**src/design/pli_pkg.sv**
```systemverilog
// shared types and constants for the piecewise linear interpolator
// used by pli_ctrl, pli_dp and the top level; depends on nothing

package pli_pkg;

    // item kinds carried on the slave-side tuser
    localparam logic [1:0] MODE_APPEND = 2'd0;
    localparam logic [1:0] MODE_QUERY  = 2'd1;
    localparam logic [1:0] MODE_CLEAR  = 2'd2;

    // field widths
    localparam int X_W      = 16;
    localparam int Y_W      = 16;
    localparam int RES_W    = 24;
    localparam int IN_DATA_W  = 48;
    localparam int OUT_DATA_W = 40;
    localparam int OUT_USER_W = 2;

    // quotient bits produced by the serial divider
    localparam int DIV_STEPS = 24;
    localparam int DIV_CNT_W = 5;

    // commands from the controller to the datapath
    typedef struct packed {
        logic load;        // latch the accepted beat
        logic load_query;  // the accepted beat is a query
        logic clear;       // empty the table
        logic write;       // append the latched point
        logic scan_adv;    // read the next table entry
        logic take_prev;   // keep the entry just read as segment start
        logic take_seg;    // latch the hit segment
        logic mul1;        // y0 * dx
        logic mul2;        // dy * dq
        logic sum;         // add the two products
        logic div_init;    // magnitude and divider load
        logic div_step;    // one quotient bit
        logic store_y;     // signed quotient into the result
        logic out_load;    // result into the output register
    } pli_cmd_t;

    // status from the datapath to the controller
    typedef struct packed {
        logic few;         // fewer than two points held
        logic hit;         // current segment holds the query
        logic last;        // current entry is the last one held
        logic div_last;    // divider on its final step
        logic out_free;    // output register can take a result
    } pli_sts_t;

endpackage

```
**src/design/pli_ctrl.sv**
```systemverilog
// controller state machine of the piecewise linear interpolator
// depends on pli_pkg; drives pli_dp through command and status structs

module pli_ctrl
    import pli_pkg::*;
(
    input  logic       clk,
    input  logic       rst_n,
    input  logic       s_tvalid,
    input  logic [1:0] s_tuser,
    output logic       s_tready,
    input  pli_sts_t   sts,
    output pli_cmd_t   cmd
);

    typedef enum logic [11:0] {
        ST_IDLE  = 12'b0000_0000_0001,
        ST_WRITE = 12'b0000_0000_0010,
        ST_RD0   = 12'b0000_0000_0100,
        ST_RD1   = 12'b0000_0000_1000,
        ST_SCAN  = 12'b0000_0001_0000,
        ST_MUL1  = 12'b0000_0010_0000,
        ST_MUL2  = 12'b0000_0100_0000,
        ST_SUM   = 12'b0000_1000_0000,
        ST_ABS   = 12'b0001_0000_0000,
        ST_DIV   = 12'b0010_0000_0000,
        ST_DONE  = 12'b0100_0000_0000,
        ST_FIN   = 12'b1000_0000_0000
    } pli_state_t;

    pli_state_t state_reg;
    pli_state_t state_next;
    logic       accept;

    assign s_tready = (state_reg == ST_IDLE);
    assign accept   = s_tvalid && s_tready;

    // next state and commands
    always_comb
    begin
        state_next = state_reg;
        cmd        = '0;
        unique case (state_reg)
            ST_IDLE:
            begin
                if (accept)
                begin
                    cmd.load = 1'b1;
                    unique case (s_tuser)
                        MODE_APPEND:
                        begin
                            state_next = ST_WRITE;
                        end
                        MODE_QUERY:
                        begin
                            cmd.load_query = 1'b1;
                            state_next     = sts.few ? ST_FIN : ST_RD0;
                        end
                        MODE_CLEAR:
                        begin
                            cmd.clear = 1'b1;
                        end
                        default:
                        begin
                            state_next = ST_IDLE;
                        end
                    endcase
                end
            end
            ST_WRITE:
            begin
                cmd.write  = 1'b1;
                state_next = ST_FIN;
            end
            ST_RD0:
            begin
                cmd.scan_adv = 1'b1;
                state_next   = ST_RD1;
            end
            ST_RD1:
            begin
                cmd.scan_adv  = 1'b1;
                cmd.take_prev = 1'b1;
                state_next    = ST_SCAN;
            end
            ST_SCAN:
            begin
                if (sts.hit)
                begin
                    cmd.take_seg = 1'b1;
                    state_next   = ST_MUL1;
                end
                else if (sts.last)
                begin
                    state_next = ST_FIN;
                end
                else
                begin
                    cmd.scan_adv  = 1'b1;
                    cmd.take_prev = 1'b1;
                end
            end
            ST_MUL1:
            begin
                cmd.mul1   = 1'b1;
                state_next = ST_MUL2;
            end
            ST_MUL2:
            begin
                cmd.mul2   = 1'b1;
                state_next = ST_SUM;
            end
            ST_SUM:
            begin
                cmd.sum    = 1'b1;
                state_next = ST_ABS;
            end
            ST_ABS:
            begin
                cmd.div_init = 1'b1;
                state_next   = ST_DIV;
            end
            ST_DIV:
            begin
                cmd.div_step = 1'b1;
                if (sts.div_last)
                begin
                    state_next = ST_DONE;
                end
            end
            ST_DONE:
            begin
                cmd.store_y = 1'b1;
                state_next  = ST_FIN;
            end
            ST_FIN:
            begin
                if (sts.out_free)
                begin
                    cmd.out_load = 1'b1;
                    state_next   = ST_IDLE;
                end
            end
            default:
            begin
                state_next = ST_IDLE;
            end
        endcase
    end

    // state register
    always_ff @(posedge clk or negedge rst_n)
    begin
        if (!rst_n)
        begin
            state_reg <= ST_IDLE;
        end
        else
        begin
            state_reg <= state_next;
        end
    end

endmodule

```
**src/design/pli_dp.sv**
```systemverilog
// datapath of the piecewise linear interpolator: breakpoint memory,
// segment scan, shared multiplier, serial divider and output register
// depends on pli_pkg; commanded by pli_ctrl

module pli_dp
    import pli_pkg::*;
#(
    parameter int MAX_POINTS = 64
)
(
    input  logic                  clk,
    input  logic                  rst_n,
    input  pli_cmd_t              cmd,
    output pli_sts_t              sts,
    input  logic [IN_DATA_W-1:0]  s_tdata,
    input  logic                  m_tready,
    output logic                  m_tvalid,
    output logic [OUT_DATA_W-1:0] m_tdata,
    output logic [OUT_USER_W-1:0] m_tuser
);

    localparam int IDX_W = $clog2(MAX_POINTS);
    localparam int CNT_W = $clog2(MAX_POINTS + 1);
    localparam int ENT_W = X_W + Y_W;

    // breakpoint memory, x in the upper half
    logic [ENT_W-1:0] mem [MAX_POINTS];
    logic [ENT_W-1:0] rd_data_reg;
    logic [IDX_W-1:0] rd_addr;

    logic [CNT_W-1:0] count_reg;
    logic [CNT_W-1:0] rd_idx_reg;

    // latched beat
    logic [X_W-1:0]   px_reg;
    logic [Y_W-1:0]   py_reg;
    logic [X_W-1:0]   q_reg;

    // segment start kept during the scan
    logic [ENT_W-1:0] prev_reg;

    // segment operands
    logic [X_W-1:0]         dx_reg;
    logic [X_W-1:0]         dq_reg;
    logic signed [Y_W:0]    y0_reg;
    logic signed [Y_W:0]    dy_reg;

    // shared multiplier and sum
    logic signed [Y_W:0]     mul_a;
    logic signed [Y_W:0]     mul_b;
    logic signed [2*Y_W+1:0] mul_p;
    logic signed [2*Y_W+1:0] prod1_reg;
    logic signed [2*Y_W+1:0] prod2_reg;
    logic signed [2*Y_W+2:0] sum_reg;
    logic [2*Y_W+2:0]        mag;

    // serial divider
    logic [X_W-1:0]       rem_reg;
    logic [RES_W-1:0]     dvd_reg;
    logic [DIV_CNT_W-1:0] div_cnt_reg;
    logic                 neg_reg;
    logic [X_W:0]         trial;
    logic                 trial_ge;
    logic [X_W:0]         trial_sub;

    // result and output register
    logic [RES_W-1:0] res_y_reg;
    logic             res_found_reg;
    logic             res_full_reg;
    logic             out_valid_reg;
    logic [X_W-1:0]   out_x_reg;
    logic [RES_W-1:0] out_y_reg;
    logic             out_found_reg;
    logic             out_full_reg;

    logic full;
    logic [X_W-1:0] cur_x;
    logic [X_W-1:0] prev_x;

    assign full   = (count_reg >= CNT_W'(MAX_POINTS));
    assign cur_x  = rd_data_reg[ENT_W-1:Y_W];
    assign prev_x = prev_reg[ENT_W-1:Y_W];

    // read address stays inside the array
    assign rd_addr = (rd_idx_reg < CNT_W'(MAX_POINTS)) ? rd_idx_reg[IDX_W-1:0] : '0;

    // status
    assign sts.few      = (count_reg < CNT_W'(2));
    assign sts.hit      = (q_reg >= prev_x) && (q_reg <= cur_x);
    assign sts.last     = (rd_idx_reg == count_reg);
    assign sts.div_last = (div_cnt_reg == DIV_CNT_W'(1));
    assign sts.out_free = !out_valid_reg || m_tready;

    // memory write and registered read
    always_ff @(posedge clk)
    begin
        if (cmd.write && !full)
        begin
            mem[count_reg[IDX_W-1:0]] <= {px_reg, py_reg};
        end
        rd_data_reg <= mem[rd_addr];
    end

    // fill count
    always_ff @(posedge clk or negedge rst_n)
    begin
        if (!rst_n)
        begin
            count_reg <= '0;
        end
        else if (cmd.clear)
        begin
            count_reg <= '0;
        end
        else if (cmd.write && !full)
        begin
            count_reg <= count_reg + CNT_W'(1);
        end
    end

    // multiplier operand selection
    always_comb
    begin
        if (cmd.mul2)
        begin
            mul_a = dy_reg;
            mul_b = $signed({1'b0, dq_reg});
        end
        else
        begin
            mul_a = y0_reg;
            mul_b = $signed({1'b0, dx_reg});
        end
    end
    assign mul_p = mul_a * mul_b;

    // magnitude of the numerator
    assign mag = sum_reg[2*Y_W+2] ? 35'(-sum_reg) : 35'(sum_reg);

    // one restoring divide step
    assign trial     = {rem_reg, dvd_reg[RES_W-1]};
    assign trial_ge  = (trial >= {1'b0, dx_reg});
    assign trial_sub = trial - {1'b0, dx_reg};

    // scan, arithmetic and divider registers
    always_ff @(posedge clk)
    begin
        if (cmd.load)
        begin
            px_reg     <= s_tdata[X_W-1:0];
            py_reg     <= s_tdata[X_W+Y_W-1:X_W];
            q_reg      <= cmd.load_query ? s_tdata[IN_DATA_W-1:X_W+Y_W] : '0;
            rd_idx_reg <= '0;
        end
        else if (cmd.scan_adv)
        begin
            rd_idx_reg <= rd_idx_reg + CNT_W'(1);
        end

        if (cmd.take_prev)
        begin
            prev_reg <= rd_data_reg;
        end

        // segment operands, zero width divides by one
        if (cmd.take_seg)
        begin
            dx_reg <= (cur_x == prev_x) ? X_W'(1) : cur_x - prev_x;
            dq_reg <= q_reg - prev_x;
            y0_reg <= $signed({prev_reg[Y_W-1], prev_reg[Y_W-1:0]});
            dy_reg <= $signed({rd_data_reg[Y_W-1], rd_data_reg[Y_W-1:0]})
                    - $signed({prev_reg[Y_W-1], prev_reg[Y_W-1:0]});
        end

        if (cmd.mul1)
        begin
            prod1_reg <= mul_p;
        end
        if (cmd.mul2)
        begin
            prod2_reg <= mul_p;
        end
        if (cmd.sum)
        begin
            sum_reg <= 35'(prod1_reg) + 35'(prod2_reg);
        end

        // quotient below 2^24 so the top bits go straight into the remainder
        if (cmd.div_init)
        begin
            neg_reg     <= sum_reg[2*Y_W+2];
            rem_reg     <= mag[31:16];
            dvd_reg     <= {mag[15:0], 8'b0};
            div_cnt_reg <= DIV_CNT_W'(DIV_STEPS);
        end
        else if (cmd.div_step)
        begin
            rem_reg     <= trial_ge ? trial_sub[X_W-1:0] : trial[X_W-1:0];
            dvd_reg     <= {dvd_reg[RES_W-2:0], trial_ge};
            div_cnt_reg <= div_cnt_reg - DIV_CNT_W'(1);
        end
    end

    // result of the item in work
    always_ff @(posedge clk)
    begin
        if (cmd.load)
        begin
            res_y_reg     <= '0;
            res_found_reg <= 1'b0;
            res_full_reg  <= 1'b0;
        end
        else
        begin
            if (cmd.write)
            begin
                res_full_reg <= full;
            end
            if (cmd.store_y)
            begin
                res_y_reg     <= neg_reg ? -dvd_reg : dvd_reg;
                res_found_reg <= 1'b1;
            end
        end
    end

    // output register
    always_ff @(posedge clk or negedge rst_n)
    begin
        if (!rst_n)
        begin
            out_valid_reg <= 1'b0;
        end
        else if (cmd.out_load)
        begin
            out_valid_reg <= 1'b1;
        end
        else if (m_tready)
        begin
            out_valid_reg <= 1'b0;
        end
    end

    always_ff @(posedge clk)
    begin
        if (cmd.out_load)
        begin
            out_x_reg     <= q_reg;
            out_y_reg     <= res_y_reg;
            out_found_reg <= res_found_reg;
            out_full_reg  <= res_full_reg;
        end
    end

    assign m_tvalid = out_valid_reg;
    assign m_tdata  = {out_y_reg, out_x_reg};
    assign m_tuser  = {out_full_reg, out_found_reg};

endmodule

```
**src/design/piecewise_linear_interpolator.sv**
```systemverilog
// channel   dir  tdata                                  tuser
// s_*       in   [15:0] point_x [31:16] point_y          [1:0] mode
//                [47:32] query_x
// m_*       out  [15:0] echo_x [39:16] interp_y         [0] in_range [1] table_full
//
// one item in work at a time; s_tready is high only while idle
// append: result via ST_WRITE and ST_FIN; clear: no result, input open again the next cycle
// query over N points: time to the result is set by the one-entry-a-cycle
// scan through the single read port of the breakpoint memory and the 24-step divider
// a held result in the output register does not stop the next beat from being taken
// reset empties the table and drops any held result; memory contents are not cleared
//
// top level of the piecewise linear interpolator; depends on pli_pkg, pli_ctrl, pli_dp

module piecewise_linear_interpolator
    import pli_pkg::*;
#(
    parameter int MAX_POINTS = 64
)
(
    input  logic                  clk,
    input  logic                  rst_n,
    input  logic                  s_tvalid,
    output logic                  s_tready,
    input  logic [IN_DATA_W-1:0]  s_tdata,   // point_x, point_y, query_x
    input  logic [1:0]            s_tuser,   // mode
    output logic                  m_tvalid,
    input  logic                  m_tready,
    output logic [OUT_DATA_W-1:0] m_tdata,   // echo_x, interp_y
    output logic [OUT_USER_W-1:0] m_tuser    // in_range, table_full
);

    pli_cmd_t cmd;
    pli_sts_t sts;

    // controller
    pli_ctrl u_ctrl (
        .clk      (clk),
        .rst_n    (rst_n),
        .s_tvalid (s_tvalid),
        .s_tuser  (s_tuser),
        .s_tready (s_tready),
        .sts      (sts),
        .cmd      (cmd)
    );

    // datapath
    pli_dp #(
        .MAX_POINTS (MAX_POINTS)
    ) u_dp (
        .clk      (clk),
        .rst_n    (rst_n),
        .cmd      (cmd),
        .sts      (sts),
        .s_tdata  (s_tdata),
        .m_tready (m_tready),
        .m_tvalid (m_tvalid),
        .m_tdata  (m_tdata),
        .m_tuser  (m_tuser)
    );

endmodule

```
**config.mk**
```make
export PLATFORM = sky130hd
export DESIGN_NAME = piecewise_linear_interpolator
export DESIGN_NICKNAME = d
export VERILOG_FILES = /design/src/design/pli_pkg.sv /design/src/design/pli_ctrl.sv /design/src/design/pli_dp.sv /design/src/design/piecewise_linear_interpolator.sv
export SDC_FILE = /design/constraint.sdc
export NUM_CORES = 2
export LEC_CHECK = 0
export ABC_AREA = 1
export BUFFER_PORTS_ARGS = -buffer_cell sky130_fd_sc_hd__buf_2
export CAP_MARGIN = 5
export CORE_MARGIN = 3
export CORE_UTILIZATION = 55
export DETAILED_ROUTE_END_ITERATION = 6
export PLACE_DENSITY = 0.7
export RECOVER_POWER = 100
export SYNTH_ARGS = -nofsm -noshare
export SYNTH_HDL_FRONTEND = slang
export SYNTH_SLANG_ARGS = --single-unit
```
**constraint.sdc**
```tcl
create_clock -name clk -period 9.29 [get_ports clk]
set_input_delay 0.929 -clock clk [delete_from_list [all_inputs] [get_ports clk]]
set_output_delay 0.929 -clock clk [all_outputs]
set_load 0.01 [all_outputs]
```
# Word level (Yosys, flattened, before mapping)
# Memories as Yosys holds them, arrays and structs flattened. A register that Yosys moved wholly into a read port is not among the register bits.
# Cells that the tools add are included.
# word_totals
register_bits,389
ramBits,2048
inputBits,54
output_inout_bits,44
elab_cells,123
memories,1
# classes
add_sub_neg,10
n_mul,1
n_lt_le_gt_ge,6
n_eq_ne,22
mux,43
reduce_logical,13
# memory_table
memory,depth,width,rd,rd_ports_with_merged_regs,write_ports,line_no,rtl
u_dp.mem,64,32,1,1,1,pli_dp.sv:27,logic [ENT_W-1:0] mem [MAX_POINTS];
# ops
cell,n
12-bit one-hot mux with 11 select lines,1
12-bit two-way mux,6
24-bit two-way mux,3
16-bit two-way mux,4
16-bit subtractor,3
12-bit one-hot mux with 3 select lines,1
34-bit by 34-bit adder with 35-bit output,1
17-bit by 17-bit multiplier with 34-bit output,1
32-bit two-way mux,1
32-bit negation,1
24-bit negation,1
17-bit by 16-bit greater-or-equal comparator with 1-bit output,1
1-bit two-way mux,17
17-bit two-way mux,1
16-bit by 16-bit subtractor with 17-bit output,1
16-bit == test,1
16-bit greater-or-equal comparator,1
16-bit <= comparator,1
"7-bit by 1-bit adder with 7-bit output, second input constant",2
7-bit two-way mux,2
"12-bit by 1-bit == test with 1-bit output, second input constant",1
"12-bit by 10-bit == test with 1-bit output, second input constant",1
"12-bit by 11-bit == test with 1-bit output, second input constant",1
"12-bit == test, second input constant",1
other kinds (29),41

# Logic depth before layout (Yosys ltp)
# logic_depth
word_depth,5
depth_mapped,34
mapped_depth_nobuf,33

# Modules after synthesis
# Synthesis repeated with hierarchy kept, for this count alone.
# hier_totals
cells_unflattened,12182
hier_area_um2,121601.6
# by_module_without_submodules
module,instances,cells_per_inst,area_each_um2,seq_area_each_um2
pli_dp,1,12047,120755.8,72899.9
pli_ctrl,1,135,845.8,301.5

# Worst setup path before layout
# No wires, ideal clock.
# synth_path
path_type,register to register
from,register u_ctrl.state_reg[3]
to,register u_dp.prod1_reg[29] (data pin)
setup_time_ps,256
arrival_ps,6280
required_ps,9034
path_slack_ps,2753
path_stages_with_launch,30
path_buffers,1
synth_period_minus_slack_ps,6537
path_cell_list,dfrtp_1 > nor2_1 > nand2_1 > nor2_4 > nand2_2 > clkinv_2 > buf_4 > nor2_1 > nor2_2 > inv_1 > nor2_1 > inv_1 > fa_1 > fa_1 > inv_1 > fa_1 > fa_1 > fa_1 > inv_1 > fa_1 > inv_1 > ha_1 > a21oi_1 > inv_1 > a21oi_1 > inv_1 > a221oi_1 > nand2_1 > nand2_1 > nand2_1
# synth_via
elab_chain_cells,4
word_cells_on_any_way,5
cone_classes,mul: 1; eq/ne: 1; mux: 3
# synth_lines
item,line_no,rtl
from (decl),pli_ctrl.sv:31,pli_state_t state_reg;
from (signal assigned),pli_ctrl.sv:160,state_reg <= state_next;
12-bit by 7-bit == test with 1-bit output (*),pli_ctrl.sv:43,unique case (state_reg)
1-bit two-way mux (*),pli_ctrl.sv:43,
17-bit two-way mux or 16-bit two-way mux (tied branches),pli_dp.sv:124,if (cmd.mul2)
17-bit by 17-bit multiplier with 34-bit output (*),pli_dp.sv:135,assign mul_p = mul_a * mul_b;
named net u_dp.mul_p[29],pli_dp.sv:51,logic signed [2*Y_W+1:0] mul_p;
to (signal assigned),pli_dp.sv:177,prod1_reg <= mul_p;
to (decl),pli_dp.sv:52,logic signed [2*Y_W+1:0] prod1_reg;
# Mark *: on every way through the listed nets, which the timed path passes. The rest lies on a longest branch.
# A chain may end at the register's enable or synchronous reset.

# Worst setup path in the final report
# layout_path
from,register u_dp.rd_idx_reg[6]
to,"register u_dp.rd_data_reg[12], read port of u_dp.mem"
# layout_via
elab_chain_cells,2
# layout_lines
item,line_no,rtl
from (decl),pli_dp.sv:32,logic [CNT_W-1:0] rd_idx_reg;
from (signal assigned),pli_dp.sv:157,rd_idx_reg <= rd_idx_reg + CNT_W'(1);
7-bit less-than comparator,pli_dp.sv:85,assign rd_addr = (rd_idx_reg < CNT_W'(MAX_POINTS)) ? rd_idx_reg[IDX_W-1:0] : '0;
6-bit two-way mux,pli_dp.sv:85,
to (decl),pli_dp.sv:28,logic [ENT_W-1:0] rd_data_reg;
# No other way between the ends.

==> impl_metrics.json <==
{
  "yosysWarnings": 0,
  "hp-class": "in -> reg",
  "ys_ff_latch": 2467,
  "port-buffer-count": 97,
  "crit_path_frequent_cell": "nand3_1",
  "critical_path.max_fanout": 166,
  "initialDrtViolationCount": 8557,
  "worstPathCellList": "inv_1, nand2_4, inv_1, clkbuf_4, o211ai_1, nand3_1, o211ai_1, nand3_1, nand3_1, nand2_1",
  "die_y_um": 464,
  "async_flop_share": 0.00811,
  "totalNegativeSetupSlack_ns": 0,
  "path_class": "reg -> reg",
  "wl_per_cell_um": 25.6,
  "io_pins": 98,
  "period_share": 0.912,
  "critPathSlowestCell": "inv_1",
  "antenna_found_initial": 12,
  "setup_viol": 0,
  "seqPwrFrac": 0.463,
  "synthDistinctLibCells": 57,
  "post_cts_buffers": 0,
  "crit_arrival_ns": 9.23,
  "viasPerCell": 6.06,
  "place_congestion": 0.892,
  "drc": 2,
  "finClkSkew_ns": 0.0859,
  "final.hold.worst_slack_ns": 0.208,
  "synth_area_leaders": "edfxtp_1, o211ai_1, fa_1, nand2_1, or2_2",
  "rows": 167,
  "finalCoreUtilization": 0.606,
  "cts_resized": 0,
  "rsz0062_at_grt": "false",
  "die-area_sq_um": 215000,
  "synth_top_area_share": 0.618,
  "dieWidth_um": 464,
  "p_leak_uw": 0.0424,
  "p_clk_frac": 0.333,
  "violations": "design-rule violations, max-capacitance violations, max-slew violations",
  "ant_nets": 0,
  "nNetsFinal": 9789,
  "period_needed_ns": 8.47,
  "dp_hpwl_mm": 187,
  "routed_wl_mm": 314,
  "start_util": 0.555,
  "crit_required_ns": 10.05,
  "cts_max_level": 4,
  "slew_headroom": -2.18,
  "synth_fp_nets": 9783,
  "clkTransAtPathRegs_ns": 0.06,
  "synth_mux_area_frac": 0,
  "yosys.area_share.adder": 0.0718,
  "final_max_slew_viol_count": 4831,
  "power_density_nw_per_um2": 226,
  "ys.flop_type": "edfxtp_1",
  "clk_latency_ns": 0.89,
  "place_area_sq_um": 119000,
  "cts_tree": "done",
  "syn_to_final_growth_pct": 9.31,
  "synth_top_family_by_area": "simple AND/OR/NAND/NOR gates",
  "synth_compound_area_frac": 0.107,
  "intPower_uw": 20000,
  "grt_pass1_vias": 72900,
  "cts-root-buf": "clkbuf_16",
  "synth_edf_count": 2369,
  "switching_power_uw": 8390,
  "synth-simple-area-share": 0.131,
  "max_freq_mhz": 118,
  "grt_max_degree": 199,
  "ir_worst_vdd_mv": 0.233,
  "vias": 74200,
  "synth.avg_cell_area_sq_um": 12.5,
  "synth_area_leader_cell": "edfxtp_1",
  "synth_xor_area_frac": 0.00966,
  "synth_area_sq_um": 115000,
  "clockBufferDepth": 3,
  "largest_reg_flops": 2048,
  "synth_commonest_cells": "edfxtp_1, o211ai_1, nand2_1",
  "drt_first_pass_iters": 7,
  "tightest_slew_ns": 4.77,
  "cp-start-kind": "flip-flop",
  "end_kind": "flip-flop",
  "switching_share": 0.295,
  "max_stage_delay_ns": 3.35,
  "finalHoldViolCount": 0,
  "status": "finished, violations left",
  "max_cap_viol_count": 113,
  "cts_sinks": 2467,
  "grt_pass1_wl_mm": 468,
  "drive_above_1_share": 0.105,
  "track_usage": 0.289,
  "numCtsBuffers": 237,
  "grt-ovfl-total": 0,
  "holdBufCountCts": 1,
  "combPwrFrac": 0.204,
  "design_area_sq_um": 126000,
  "synthCells": 9238,
  "seq_area_frac_synth": 0.636,
  "synth_most_common_cell": "edfxtp_1",
  "core_area_sq_um": 208000
}
-- cell type report --
class / count / area [sq um]
diodes: 3 / 7.51
clock buffers: 333 / 6400
inverters: 795 / 3000
multi-input cells: 5469 / 37100
repair buffers: 274 / 1490
flip-flops and latches: 2467 / 73200
well taps: 2788 / 3490
fillers: 16200 / 81800
clock inverters: 116 / 1220
-- placed cells by master, fill, tap and decap left out, drive strengths merged, types with 5 or more instances in the layout --
master,netlist,final
clkinv,2,86
xnor2,34,34
dfxtp,78,78
o21ai,220,220
o211ai,1257,1257
or2,986,986
fa,284,284
nor3b,5,5
xor2,93,93
nor4,9,9
nand3,587,587
dfrtp,19,19
a31oi,12,12
o31ai,5,5
a21boi,7,7
nor3,44,44
ha,207,207
edfxtp,2369,2369
inv,793,803
bufinv,0,18
nor2,506,506
o21bai,15,15
a21o,18,18
clkbuf,322,495
a21oi,198,198
nand2,891,891
buf,185,111
o21a,11,11
nand4,34,34
o22ai,18,18
-- power groups by stage --
stage | clock (uW) | sequential, uW | combinational [uW]
final | 9460 | 13200 | 5780
after global routing | 10000 | 13200 | 6320
after detailed placement | 0 | 13300 | 5750
after CTS | 9560 | 13000 | 5780
after global placement | 0 | 13300 | 5630
after floorplan | 0 | 13500 | 3610
-- layer usage --
metal / track usage / wire (um) / vias up
met4: 0.105 / 12800 / 4
met1: 0.406 / 128000 / 37100
li1: - / - / 33300
met3: 0.0473 / 27400 / 559
met2: 0.458 / 146000 / 3251
met5: 0 / 25 / -
-- critical path: cells and delay by family, from the launching register on --
kind	cells	cell delay, ns
AO/OA/AOI/OAI	2	0.42
buffers and inverters	3	5.67
flip-flops	1	0.50
AND/OR/NAND/NOR	5	1.42
-- cell families after synthesis --
group | Yosys count
AND/OR/NAND/NOR | 3069
AO/OA/AOI/OAI | 1782
flip-flops | 2467
buffers and inverters | 1302
XOR/XNOR | 127
adder cells (fa/ha/maj) | 491
-- stage by stage --
| step | total power [uW] | setup slack, ns | instances |
|---|---|---|---|
| after floorplan | 17100 | 2.75 | 9238 |
| after global placement | 18900 | 1.58 | 11800 |
| after detailed placement | 19000 | 1.45 | 11800 |
| after CTS | 28400 | 1.39 | 12200 |
| after global routing | 29500 | 0.458 | 12200 |
| final | 28400 | 0.822 | 12200 |
-- path summary, 6_finish.rpt --
check	startpoint	to	slack, ns	cells after the start
worst max-delay path	u_dp.rd_idx_reg[6]	u_dp.rd_data_reg[12]	0.82	10
worst min-delay path	s_tdata[26]	u_dp.py_reg[10]	0.21	1
worst max register to register	u_dp.rd_idx_reg[6]	u_dp.rd_data_reg[12]	0.82	10
worst min register to register	u_dp.prev_reg[14]	u_dp.y0_reg[14]	0.42	0
max in group asynchronous	rst_n	u_ctrl.state_reg[5]	7.47	2
min in group asynchronous	rst_n	u_dp.m_tvalid	0.90	2
No activity file was read; power rests on OpenSTA's default activity.
